File: config.mk
export PLATFORM = sky130hd
export DESIGN_NAME = affinity_channel_allocator_core
export DESIGN_NICKNAME = d
export VERILOG_FILES = /design/src/hdl/aca_pkg.sv /design/src/hdl/affinity_channel_allocator_core.sv /design/src/hdl/aca_front.sv /design/src/hdl/aca_back.sv
export VERILOG_INCLUDE_DIRS = /design/src /design/src/hdl
export SDC_FILE = /design/constraint.sdc
export NUM_CORES = 1
export LEC_CHECK = 0
export ABC_AREA = 1
export BUFFER_PORTS_ARGS = -buffer_cell sky130_fd_sc_hd__buf_4
export CAP_MARGIN = 20
export CORE_UTILIZATION = 60
export DETAILED_ROUTE_END_ITERATION = 8
export HOLD_SLACK_MARGIN = 0.1
export PLACE_DENSITY = 0.8
export SLEW_MARGIN = 20
export SYNTH_ARGS = -nofsm -noshare
export SYNTH_HDL_FRONTEND = slang
export SYNTH_SLANG_ARGS = --single-unit
File: constraint.sdc
create_clock -name clk -period 5.8 [get_ports clk]
set_input_delay 1.16 -clock clk [delete_from_list [all_inputs] [get_ports clk]]
set_output_delay 1.16 -clock clk [all_outputs]
set_load 0.02 [all_outputs]
File: src/hdl/affinity_channel_allocator_core_assert.svh
// Assertion macros for the affinity channel allocator core.
// Used by files that include this header; they rely on clk and rst_n in scope.
`ifndef AFFINITY_CHANNEL_ALLOCATOR_CORE_ASSERT_SVH
`define AFFINITY_CHANNEL_ALLOCATOR_CORE_ASSERT_SVH

// A property that must hold at every clock edge outside reset.
`define ACA_ASSERT(lbl, prop, msg) \
  lbl: assert property (@(posedge clk) disable iff (!rst_n) (prop)) else $error(msg);

// An implication checked at every clock edge outside reset.
`define ACA_ASSERT_IMP(lbl, ante, cons, msg) \
  lbl: assert property (@(posedge clk) disable iff (!rst_n) (ante) |-> (cons)) \
    else $error(msg);

`endif

File: src/hdl/aca_pkg.sv
// Shared constants, codes and types for the affinity channel allocator.
// No dependencies; imported by aca_front, aca_back and the top level.
package aca_pkg;

  // The channel field is 3 bits wide, which fixes the table at eight channels.
  localparam int CHANNELS    = 8;
  localparam int CHAN_W      = 3;
  localparam int SERVER_W    = 8;
  localparam int OP_W        = 2;
  localparam int STAT_W      = 2;
  localparam int KIND_W      = 2;
  localparam int COUNT_W     = 4;

  // Request queue between front and back; depth must be a power of two.
  localparam int QUEUE_DEPTH = 2;
  localparam int QPTR_W      = $clog2(QUEUE_DEPTH);
  localparam int QCNT_W      = $clog2(QUEUE_DEPTH + 1);

  // Operation codes on the input channel.
  localparam logic [OP_W-1:0] OP_ALLOC = 2'd0;
  localparam logic [OP_W-1:0] OP_FREE  = 2'd1;
  localparam logic [OP_W-1:0] OP_CLAIM = 2'd2;

  // Request classes carried through the queue.
  localparam logic [1:0] REQ_ALLOC = 2'd0;
  localparam logic [1:0] REQ_FREE  = 2'd1;
  localparam logic [1:0] REQ_CLAIM = 2'd2;
  localparam logic [1:0] REQ_NOP   = 2'd3;

  // Result status codes.
  localparam logic [STAT_W-1:0] STAT_DONE     = 2'd0;
  localparam logic [STAT_W-1:0] STAT_NOFREE   = 2'd1;
  localparam logic [STAT_W-1:0] STAT_FREEFREE = 2'd2;
  localparam logic [STAT_W-1:0] STAT_REFUSED  = 2'd3;

  // Allocation kinds.
  localparam logic [KIND_W-1:0] KIND_HIT   = 2'd0;
  localparam logic [KIND_W-1:0] KIND_NEW   = 2'd1;
  localparam logic [KIND_W-1:0] KIND_REUSE = 2'd2;
  localparam logic [KIND_W-1:0] KIND_NONE  = 2'd3;

  typedef struct packed {
    logic [1:0]          kind;
    logic [SERVER_W-1:0] server;
    logic [CHAN_W-1:0]   index;
    logic                idx_ok;
  } aca_req_t;

  typedef struct packed {
    logic [CHANNELS-1:0] busy;
    logic [COUNT_W-1:0]  free_total;
  } aca_stat_t;

endpackage

File: src/hdl/affinity_channel_allocator_core.sv
// Affinity channel allocator: eight channels, each free or busy and tagged with
// the server it last served. Requests arrive on the in_ channel (valid/ready):
// allocate for in_server_id, free in_channel_index, or claim in_channel_index if
// it is free. Every request yields exactly one result on the out_ channel with a
// status, the channel, the allocation kind and the free-channel count after it.
// A two-entry queue sits behind the input, so requests are taken while the back
// end works or while a result waits at the output register.
// Free, claim and unknown requests are handled in S_IDLE with a registered
// result, one request per cycle sustained while the output accepts results.
// Allocations scan the table one channel per cycle and stop early on a
// same-server hit, then grant in S_FIN; the back end takes no new request
// until that result is registered. The scan uses the table's single read port.
// Reset marks every channel free and never used and sets the free count to 8.
// When out_ready is low the result holds in the output register; the back end
// stalls before its next result and in_ready falls once the queue holds two.
module affinity_channel_allocator_core
  import aca_pkg::*;
(
  input  logic                clk,
  input  logic                rst_n,
  input  logic                in_valid,
  output logic                in_ready,
  input  logic [OP_W-1:0]     in_operation,
  input  logic [SERVER_W-1:0] in_server_id,
  input  logic [CHAN_W-1:0]   in_channel_index,
  output logic                out_valid,
  input  logic                out_ready,
  output logic [STAT_W-1:0]   out_status,
  output logic [CHAN_W-1:0]   out_channel,
  output logic [KIND_W-1:0]   out_alloc_kind,
  output logic [COUNT_W-1:0]  out_free_count
);

`include "affinity_channel_allocator_core_assert.svh"

  logic      q_valid;
  logic      q_pop;
  aca_req_t  q_entry;
  aca_stat_t stat;

  aca_front u_front (
    .clk              (clk),
    .rst_n            (rst_n),
    .in_valid         (in_valid),
    .in_ready         (in_ready),
    .in_operation     (in_operation),
    .in_server_id     (in_server_id),
    .in_channel_index (in_channel_index),
    .q_valid          (q_valid),
    .q_entry          (q_entry),
    .q_pop            (q_pop)
  );

  aca_back u_back (
    .clk            (clk),
    .rst_n          (rst_n),
    .q_valid        (q_valid),
    .q_entry        (q_entry),
    .q_pop          (q_pop),
    .out_valid      (out_valid),
    .out_ready      (out_ready),
    .out_status     (out_status),
    .out_channel    (out_channel),
    .out_alloc_kind (out_alloc_kind),
    .out_free_count (out_free_count),
    .stat           (stat)
  );

  // The free count always matches the number of channels not marked busy.
  `ACA_ASSERT(a_free_matches_busy, (32'(stat.free_total) + $countones(stat.busy)) == CHANNELS, "free count out of step with busy flags")

  // A no-free answer is only given when every channel is busy.
  `ACA_ASSERT_IMP(a_nofree_empty, out_valid && (out_status == STAT_NOFREE), out_free_count == '0, "no-free status with free channels left")

  // Any allocation kind other than none comes with a successful grant.
  `ACA_ASSERT_IMP(a_kind_done, out_valid && (out_alloc_kind != KIND_NONE), out_status == STAT_DONE, "allocation kind reported without a grant")

endmodule

File: src/hdl/aca_front.sv
// Front end: accepts requests, classifies them and queues them for the back end.
// Depends on aca_pkg.
module aca_front
  import aca_pkg::*;
(
  input  logic                clk,
  input  logic                rst_n,
  input  logic                in_valid,
  output logic                in_ready,
  input  logic [OP_W-1:0]     in_operation,
  input  logic [SERVER_W-1:0] in_server_id,
  input  logic [CHAN_W-1:0]   in_channel_index,
  output logic                q_valid,
  output aca_req_t            q_entry,
  input  logic                q_pop
);

  aca_req_t          q_r [QUEUE_DEPTH];
  logic [QPTR_W-1:0] wr_ptr_r, wr_ptr_nxt;
  logic [QPTR_W-1:0] rd_ptr_r, rd_ptr_nxt;
  logic [QCNT_W-1:0] count_r, count_nxt;
  aca_req_t          entry_in;
  logic              push;

  always_comb begin
    entry_in.server = in_server_id;
    entry_in.index  = in_channel_index;
    entry_in.idx_ok = (32'(in_channel_index) < CHANNELS);
    case (in_operation)
      OP_ALLOC: entry_in.kind = REQ_ALLOC;
      OP_FREE:  entry_in.kind = REQ_FREE;
      OP_CLAIM: entry_in.kind = REQ_CLAIM;
      default:  entry_in.kind = REQ_NOP;
    endcase
  end

  assign in_ready = (count_r != QCNT_W'(QUEUE_DEPTH));
  assign push     = in_valid && in_ready;
  assign q_valid  = (count_r != '0);
  assign q_entry  = q_r[rd_ptr_r];

  always_comb begin
    wr_ptr_nxt = push ? wr_ptr_r + 1'b1 : wr_ptr_r;
    rd_ptr_nxt = q_pop ? rd_ptr_r + 1'b1 : rd_ptr_r;
    count_nxt  = count_r;
    if (push && !q_pop) begin
      count_nxt = count_r + 1'b1;
    end else if (!push && q_pop) begin
      count_nxt = count_r - 1'b1;
    end
  end

  always_ff @(posedge clk) begin
    if (!rst_n) begin
      wr_ptr_r <= '0;
      rd_ptr_r <= '0;
      count_r  <= '0;
    end else begin
      wr_ptr_r <= wr_ptr_nxt;
      rd_ptr_r <= rd_ptr_nxt;
      count_r  <= count_nxt;
    end
  end

  always_ff @(posedge clk) begin
    if (push) begin
      q_r[wr_ptr_r] <= entry_in;
    end
  end

endmodule

File: src/hdl/aca_back.sv
// Back end: holds the channel table, scans it one entry a cycle for allocations,
// applies free and claim requests and drives the result register. Depends on aca_pkg.
module aca_back
  import aca_pkg::*;
(
  input  logic                clk,
  input  logic                rst_n,
  input  logic                q_valid,
  input  aca_req_t            q_entry,
  output logic                q_pop,
  output logic                out_valid,
  input  logic                out_ready,
  output logic [STAT_W-1:0]   out_status,
  output logic [CHAN_W-1:0]   out_channel,
  output logic [KIND_W-1:0]   out_alloc_kind,
  output logic [COUNT_W-1:0]  out_free_count,
  output aca_stat_t           stat
);

  localparam logic [1:0] S_IDLE = 2'd0;
  localparam logic [1:0] S_SCAN = 2'd1;
  localparam logic [1:0] S_FIN  = 2'd2;

  logic [1:0]          state_r, state_nxt;
  logic [CHANNELS-1:0] busy_r, busy_nxt;
  logic [CHANNELS-1:0] used_r, used_nxt;
  logic [SERVER_W-1:0] server_r [CHANNELS];
  logic [SERVER_W-1:0] server_nxt [CHANNELS];
  logic [COUNT_W-1:0]  free_r, free_nxt;

  logic [CHAN_W-1:0]   scan_r, scan_nxt;
  logic [SERVER_W-1:0] req_server_r, req_server_nxt;
  logic                hit_r, hit_nxt, fresh_r, fresh_nxt, other_r, other_nxt;
  logic [CHAN_W-1:0]   hit_idx_r, hit_idx_nxt;
  logic [CHAN_W-1:0]   fresh_idx_r, fresh_idx_nxt;
  logic [CHAN_W-1:0]   other_idx_r, other_idx_nxt;

  logic                out_valid_r, out_valid_nxt;
  logic [STAT_W-1:0]   out_status_r, out_status_nxt;
  logic [CHAN_W-1:0]   out_channel_r, out_channel_nxt;
  logic [KIND_W-1:0]   out_kind_r, out_kind_nxt;
  logic [COUNT_W-1:0]  out_free_r, out_free_nxt;

  logic [CHAN_W-1:0]   rd_idx;
  logic                busy_rd, used_rd, hit_now, slot_free, granted;
  logic [SERVER_W-1:0] server_rd;
  logic [CHAN_W-1:0]   pick;
  logic [KIND_W-1:0]   pick_kind;

  // A single table read port, shared between request lookup and the scan.
  assign rd_idx    = (state_r == S_IDLE) ? q_entry.index : scan_r;
  assign busy_rd   = busy_r[rd_idx];
  assign used_rd   = used_r[rd_idx];
  assign server_rd = server_r[rd_idx];
  assign hit_now   = !busy_rd && used_rd && (server_rd == req_server_r);
  assign slot_free = !out_valid_r || out_ready;

  // Priority among the scan results: same server, then never used, then reuse.
  always_comb begin
    granted   = 1'b1;
    pick      = '0;
    pick_kind = KIND_NONE;
    if (hit_r) begin
      pick      = hit_idx_r;
      pick_kind = KIND_HIT;
    end else if (fresh_r) begin
      pick      = fresh_idx_r;
      pick_kind = KIND_NEW;
    end else if (other_r) begin
      pick      = other_idx_r;
      pick_kind = KIND_REUSE;
    end else begin
      granted   = 1'b0;
    end
  end

  always_comb begin
    state_nxt       = state_r;
    busy_nxt        = busy_r;
    used_nxt        = used_r;
    server_nxt      = server_r;
    free_nxt        = free_r;
    scan_nxt        = scan_r;
    req_server_nxt  = req_server_r;
    hit_nxt         = hit_r;
    hit_idx_nxt     = hit_idx_r;
    fresh_nxt       = fresh_r;
    fresh_idx_nxt   = fresh_idx_r;
    other_nxt       = other_r;
    other_idx_nxt   = other_idx_r;
    out_valid_nxt   = out_valid_r && !out_ready;
    out_status_nxt  = out_status_r;
    out_channel_nxt = out_channel_r;
    out_kind_nxt    = out_kind_r;
    out_free_nxt    = out_free_r;
    q_pop           = 1'b0;

    case (state_r)
      S_IDLE: begin
        if (q_valid && slot_free) begin
          q_pop = 1'b1;
          case (q_entry.kind)
            REQ_ALLOC: begin
              req_server_nxt = q_entry.server;
              scan_nxt       = '0;
              hit_nxt        = 1'b0;
              fresh_nxt      = 1'b0;
              other_nxt      = 1'b0;
              state_nxt      = S_SCAN;
            end
            REQ_FREE: begin
              out_valid_nxt   = 1'b1;
              out_channel_nxt = q_entry.index;
              out_kind_nxt    = KIND_NONE;
              if (q_entry.idx_ok && busy_rd) begin
                busy_nxt[q_entry.index] = 1'b0;
                if (32'(free_r) < CHANNELS) begin
                  free_nxt = free_r + 1'b1;
                end
                out_status_nxt = STAT_DONE;
              end else begin
                out_status_nxt = STAT_FREEFREE;
              end
              out_free_nxt = free_nxt;
            end
            REQ_CLAIM: begin
              out_valid_nxt   = 1'b1;
              out_channel_nxt = q_entry.index;
              out_kind_nxt    = KIND_NONE;
              if (q_entry.idx_ok && !busy_rd) begin
                busy_nxt[q_entry.index] = 1'b1;
                if (free_r != '0) begin
                  free_nxt = free_r - 1'b1;
                end
                out_status_nxt = STAT_DONE;
              end else begin
                out_status_nxt = STAT_REFUSED;
              end
              out_free_nxt = free_nxt;
            end
            default: begin
              out_valid_nxt   = 1'b1;
              out_status_nxt  = STAT_DONE;
              out_channel_nxt = '0;
              out_kind_nxt    = KIND_NONE;
              out_free_nxt    = free_r;
            end
          endcase
        end
      end

      S_SCAN: begin
        if (!busy_rd) begin
          if (!used_rd) begin
            if (!fresh_r) begin
              fresh_nxt     = 1'b1;
              fresh_idx_nxt = scan_r;
            end
          end else if (hit_now) begin
            hit_nxt     = 1'b1;
            hit_idx_nxt = scan_r;
          end else if (!other_r) begin
            other_nxt     = 1'b1;
            other_idx_nxt = scan_r;
          end
        end
        if (hit_now || (scan_r == CHAN_W'(CHANNELS - 1))) begin
          state_nxt = S_FIN;
        end else begin
          scan_nxt = scan_r + 1'b1;
        end
      end

      S_FIN: begin
        if (slot_free) begin
          out_valid_nxt = 1'b1;
          if (granted) begin
            busy_nxt[pick] = 1'b1;
            // A same-server hit keeps its tag; other grants are retagged.
            if (pick_kind != KIND_HIT) begin
              used_nxt[pick]   = 1'b1;
              server_nxt[pick] = req_server_r;
            end
            if (free_r != '0) begin
              free_nxt = free_r - 1'b1;
            end
            out_status_nxt  = STAT_DONE;
            out_channel_nxt = pick;
            out_kind_nxt    = pick_kind;
          end else begin
            out_status_nxt  = STAT_NOFREE;
            out_channel_nxt = '0;
            out_kind_nxt    = KIND_NONE;
          end
          out_free_nxt = free_nxt;
          state_nxt    = S_IDLE;
        end
      end

      default: begin
        state_nxt = S_IDLE;
      end
    endcase
  end

  always_ff @(posedge clk) begin
    if (!rst_n) begin
      state_r     <= S_IDLE;
      busy_r      <= '0;
      used_r      <= '0;
      free_r      <= COUNT_W'(CHANNELS);
      out_valid_r <= 1'b0;
    end else begin
      state_r     <= state_nxt;
      busy_r      <= busy_nxt;
      used_r      <= used_nxt;
      free_r      <= free_nxt;
      out_valid_r <= out_valid_nxt;
    end
  end

  always_ff @(posedge clk) begin
    server_r      <= server_nxt;
    scan_r        <= scan_nxt;
    req_server_r  <= req_server_nxt;
    hit_r         <= hit_nxt;
    hit_idx_r     <= hit_idx_nxt;
    fresh_r       <= fresh_nxt;
    fresh_idx_r   <= fresh_idx_nxt;
    other_r       <= other_nxt;
    other_idx_r   <= other_idx_nxt;
    out_status_r  <= out_status_nxt;
    out_channel_r <= out_channel_nxt;
    out_kind_r    <= out_kind_nxt;
    out_free_r    <= out_free_nxt;
  end

  assign out_valid       = out_valid_r;
  assign out_status      = out_status_r;
  assign out_channel     = out_channel_r;
  assign out_alloc_kind  = out_kind_r;
  assign out_free_count  = out_free_r;
  assign stat.busy       = busy_r;
  assign stat.free_total = free_r;

endmodule

# After elaboration in Yosys (flattened, before gate mapping)

Memory sizes are Yosys's and may differ from the RTL's. A register that Yosys moved wholly into a read port is not among the register bits.
Index checks and enable logic that the tools add are counted.

Multiplexer cells: 95
Bitwise operators: 12
Eq/ne operators: 24
Add/subtract/negate cells: 7
Magnitude comparators: 9
Reduce and logical (&&, ||, !) cells: 42

Operator list:

| cell                 | count |
|---|---|
| $bwmux W64           | 1 |
| $mux W8              | 8 |
| $mux W2              | 16 |
| $mux W4              | 8 |
| $pmux W8 S2          | 2 |
| $mux W3              | 10 |
| $mux W1              | 28 |
| $reduce_and A4 Y1    | 7 |
| $bmux W8 S3          | 1 |
| $demux W8 S3         | 1 |
| $or A8 B8 Y8         | 3 |
| $pmux W4 S2          | 3 |
| $pmux W2 S3          | 3 |
| $pmux W3 S2          | 3 |
| $ne A2 B2 Y1 const B | 8 |
| $lt A3 B4 Y1 const B | 3 |
| $pmux W4 S3          | 1 |
| $reduce_and A6 Y1    | 2 |
| $logic_and A1 B1 Y1  | 10 |
| $ne A2 B1 Y1 const B | 5 |
| $reduce_and A5 Y1    | 2 |
| $reduce_bool A2 Y1   | 5 |
| $ne A3 B3 Y1 const B | 3 |
| $and A8 B8 Y8        | 1 |
| other kinds (29)     | 55 |

Logic and storage cells: 218
Memory bits (writable): 26
Register bits after elaboration: 125
Memories kept: 1
Bits of input ports: 17

Memories:

| memory      | depth | bits a word | read ports | clocked after memory_dff | wr ports | RTL line        | source |
|---|---|---|---|---|---|---|---|
| u_front.q_r | 2     | 13          | 1          | 1                        | 1        | aca_front.sv:18 | `aca_req_t q_r [QUEUE_DEPTH];` |

# Longest topological paths before layout

Depth after elaboration: 12
Depth in mapped cells: 19
Gate-level depth less buffers: 17

# Modules after synthesis

Synthesis repeated with hierarchy kept, for this count alone.

Cells, all modules: 723
Area, all modules: 7,230.7 um^2

Modules (own cells, without submodules):

| module    | seq. area each (um^2) | times used | area an instance (um^2) | cells an instance |
|---|---|---|---|---|
| aca_back  | 3,403.3               | 1          | 6,000.8                 | 643 |
| aca_front | 880.8                 | 1          | 1,229.9                 | 80 |

# Worst setup path before layout

OpenSTA, ideal clock, no wires.

Path type: register -> register
Start: register with a tool-made name
End: register with a tool-made name
Data arrival time: 2.389 ns
Stages on the path, launching flop included: 13
Library setup time: 0.118 ns
Slack: 3.294 ns
Cells stage by stage: dfxtp_1 -> buf_4 -> inv_2 -> clkbuf_1 -> or2_2 -> o21ai_0 -> ha_1 -> clkbuf_1 -> o211ai_1 -> nor2_1 -> nand3_1 -> o21ai_1 -> a21oi_1

==> flow_summary.yaml <==
job:
  cap_violations: 0
cts:
  cts_max_path_buffers: 2
  postCtsSetupBuffers: 0
  cts_buffers: 17
  clock-root-buffer: "clkbuf_16"
  ctsResizeCount: 0
  cts_tree: "yes"
  postCtsHoldBufs: 0
  clkSlewWorstSetupHoldPaths_ps: 60
  h-tree-depth: 4
  clk_latency_ps: 430
  cts.sinks: 152
sta:
  finalCriticalPeriod_ps: 3550
  fmax_mhz: 282
  slew-limit-headroom_pct: 31.4
  worstMarginPinSlew_ps: 1020
  hold_viol: 0
  clock_skew_ps: 11.6
  holdWs_ps: 473
  finalSetupViolCount: 0
  finalCritPeriodShare_pct: 61.2
  drv_slew: 0
  grt_setup_unrepaired: "false"
  fin_tns_setup_ps: 0
finish:
  area_growth_syn_to_layout_pct: 11.2
  multi_input_area_mm2: 0.00238
  num_antenna_cells: 0
  layout-drive-gt1-share_pct: 9.75
  final_nets: 822
  final_cell_mix: "nand2_1, edfxtp_1, inv_1, nand3_1, nor2_1"
  finalInstanceArea_mm2: 0.00802
  seqCellArea_mm2: 0.00428
  final_common_cell: "nand2_1"
  fillers: 834
setup_path:
  r2r_cells: 12
  end_kind: "register"
  cp_max_fo: 29
  crit_path_start_kind: "register"
  r2r_slack_ps: 2250
  crit_arrival_ps: 3640
  rr_endpoint: "u_back.other_idx_r[1]"
  required_ps: 5900
  worst-setup-path-type: "register to register"
synth:
  ys.flop_type: "edfxtp_1"
  synth_cells: 775
  ys_warn_count: 0
  synth_seq_cells: 152
  yosysSeqAreaShare_pct: 59.4
  async_flop_share_pct: 0
  syn_avg_cell_area_um2: 9.31
  syn_area_mm2: 0.00721
  synth.top_cell.area_share_pct: 51.6
  synth_nets: 800
  synth_area_leaders: "edfxtp_1, nand2_1, dfxtp_1"
  synth_edf_count: 124
  synth_cell_types: 38
  synth_top_cell_by_area: "edfxtp_1"
drt:
  num_vias: 5493
  drt-vias-per-instance: 5.76
  first_iter_violations: 613
  drc: 0
  ant_nets: 0
  dr.pass1.iters: 6
  routed_wl_mm: 15.6
  post_drt_wl_per_cell_um: 16.3
power:
  power_density_mw_per_mm2: 527
  p_seq_share_pct: 35.3
  p_int_mw: 2.51
  p_sw_mw: 1.71
  clock_power_share_pct: 25.4
  switching_share_pct: 40.6
  ir_drop_uv: 335
  p_leak_nw: 3.39
  combinationalPowerShare_pct: 39.3
placement:
  io_buffers: 29
  postPlaceCellArea_mm2: 0.00744
  gp_congestion: 0.933
  hpwlAfterDp_mm: 10.6
floorplan:
  start_util_pct: 62.4
  io_pins: 30
  die_h_um: 112
  dieArea_mm2: 0.0125
  die_x_um: 112
  num_rows: 39
  coreArea_mm2: 0.0116
grt:
  grt_max_degree: 42
  grt_pass1_wl_mm: 25.5
  grt_use_total_pct: 26.7
  grt_pass1_vias: 5195
  overflow: 0
  antenna_found_initial: 0
worst_hold_path:
  holdCritStartpoint: "u_back.used_r[3]"
  holdPathStages: 1
  hold_path_end: "u_back.used_r[3]"
  hold_path.class: "register to register"
outcome:
  run_status: "completed"
layout make-up:
class	instances	area share, %
timing repair buffer	30	2.81
sequential	152	53.4
tap	143	2.23
clock inverter	15	1.86
inverter	101	4.72
multi-input combinational	495	29.7
clock buffer	17	5.30
cells in the mapped netlist, types with 5 or more instances:
cell type	number
o21ai_1	11
nor2_1	67
o21ai_0	34
o22ai_1	6
inv_1	98
nand2_1	183
a21o_1	10
dfxtp_1	28
ha_1	8
nand3_1	94
a21oi_1	37
clkbuf_1	13
edfxtp_1	124
nand3b_1	5
buf_6	5
o211ai_1	5
o21a_1	7
how the worst max path moves through the flow:
stage	end	slack (ps)	cells past startpoint
2_1_floorplan	register	3290	12
3_3_place_gp	u_back.out_free_count[0]	2390	14
3_5_place_dp	u_back.other_idx_r[2]	2270	12
4_1_cts	u_back.other_idx_r[0]	2220	12
5_1_grt	u_back.other_idx_r[0]	1870	12
6_report	u_back.other_idx_r[1]	2250	12
worst max-delay path: stages, from the launching register on:
cell	delay (ps)
dfxtp_1	670
inv_2	230
nand2_1	140
nand3_1	110
nand2_1	770
nand2_1	100
nand3_1	110
nand3_1	130
nand2_2	230
inv_2	160
nor2_1	230
nand2_1	80
a21oi_1	250
per-layer routing:
layer	GRT usage (%)	routed length, um
met5	0	0
met4	10.5	238
met3	5.61	1130
met2	42.4	7450
met1	36.1	6760
state kept, by name, indices dropped and copies added, names as in the netlist, 4 cells and up, named ones only:
signal	flops
u_back.used_r	8
u_back.free_r	4
u_back.out_free_count	4
u_back.req_server_r	8
u_front.q_r	26
u_back.server_r	64
per-stage QoR:
| step | total power [mW] | utilization (%) | instances | worst slack, ps |
|---|---|---|---|---|
| final | 4.23 | 69.4 | 953 | 2250 |
| after global routing | 4.49 | 69.4 | 953 | 1870 |
| after CTS | 4.21 | 69.3 | 952 | 2220 |
| after detailed placement | 3.13 | 64.3 | 920 | 2270 |
| after global placement | 3.09 | 64.3 | 920 | 2390 |
| after floorplan | 2.76 | - | 775 | 3290 |
power by group through the flow:
stage / clock network, mW / registers, mW / logic (mW)
after global placement: 0 / 1.51 / 1.58
final: 1.07 / 1.49 / 1.66
after CTS: 1.09 / 1.49 / 1.63
after detailed placement: 0 / 1.52 / 1.62
after global routing: 1.12 / 1.51 / 1.85
after floorplan: 0 / 1.50 / 1.25
kinds of logic after synthesis:
kind of cell	Yosys count	synth area share, %
compound gates	117	9.23
xor+xnor	2	0.243
fa+ha+maj	8	1.39
buf+inv	128	7.61
flops	152	59.4
simple gates	368	22.1
(Power assumes the default switching activity.)
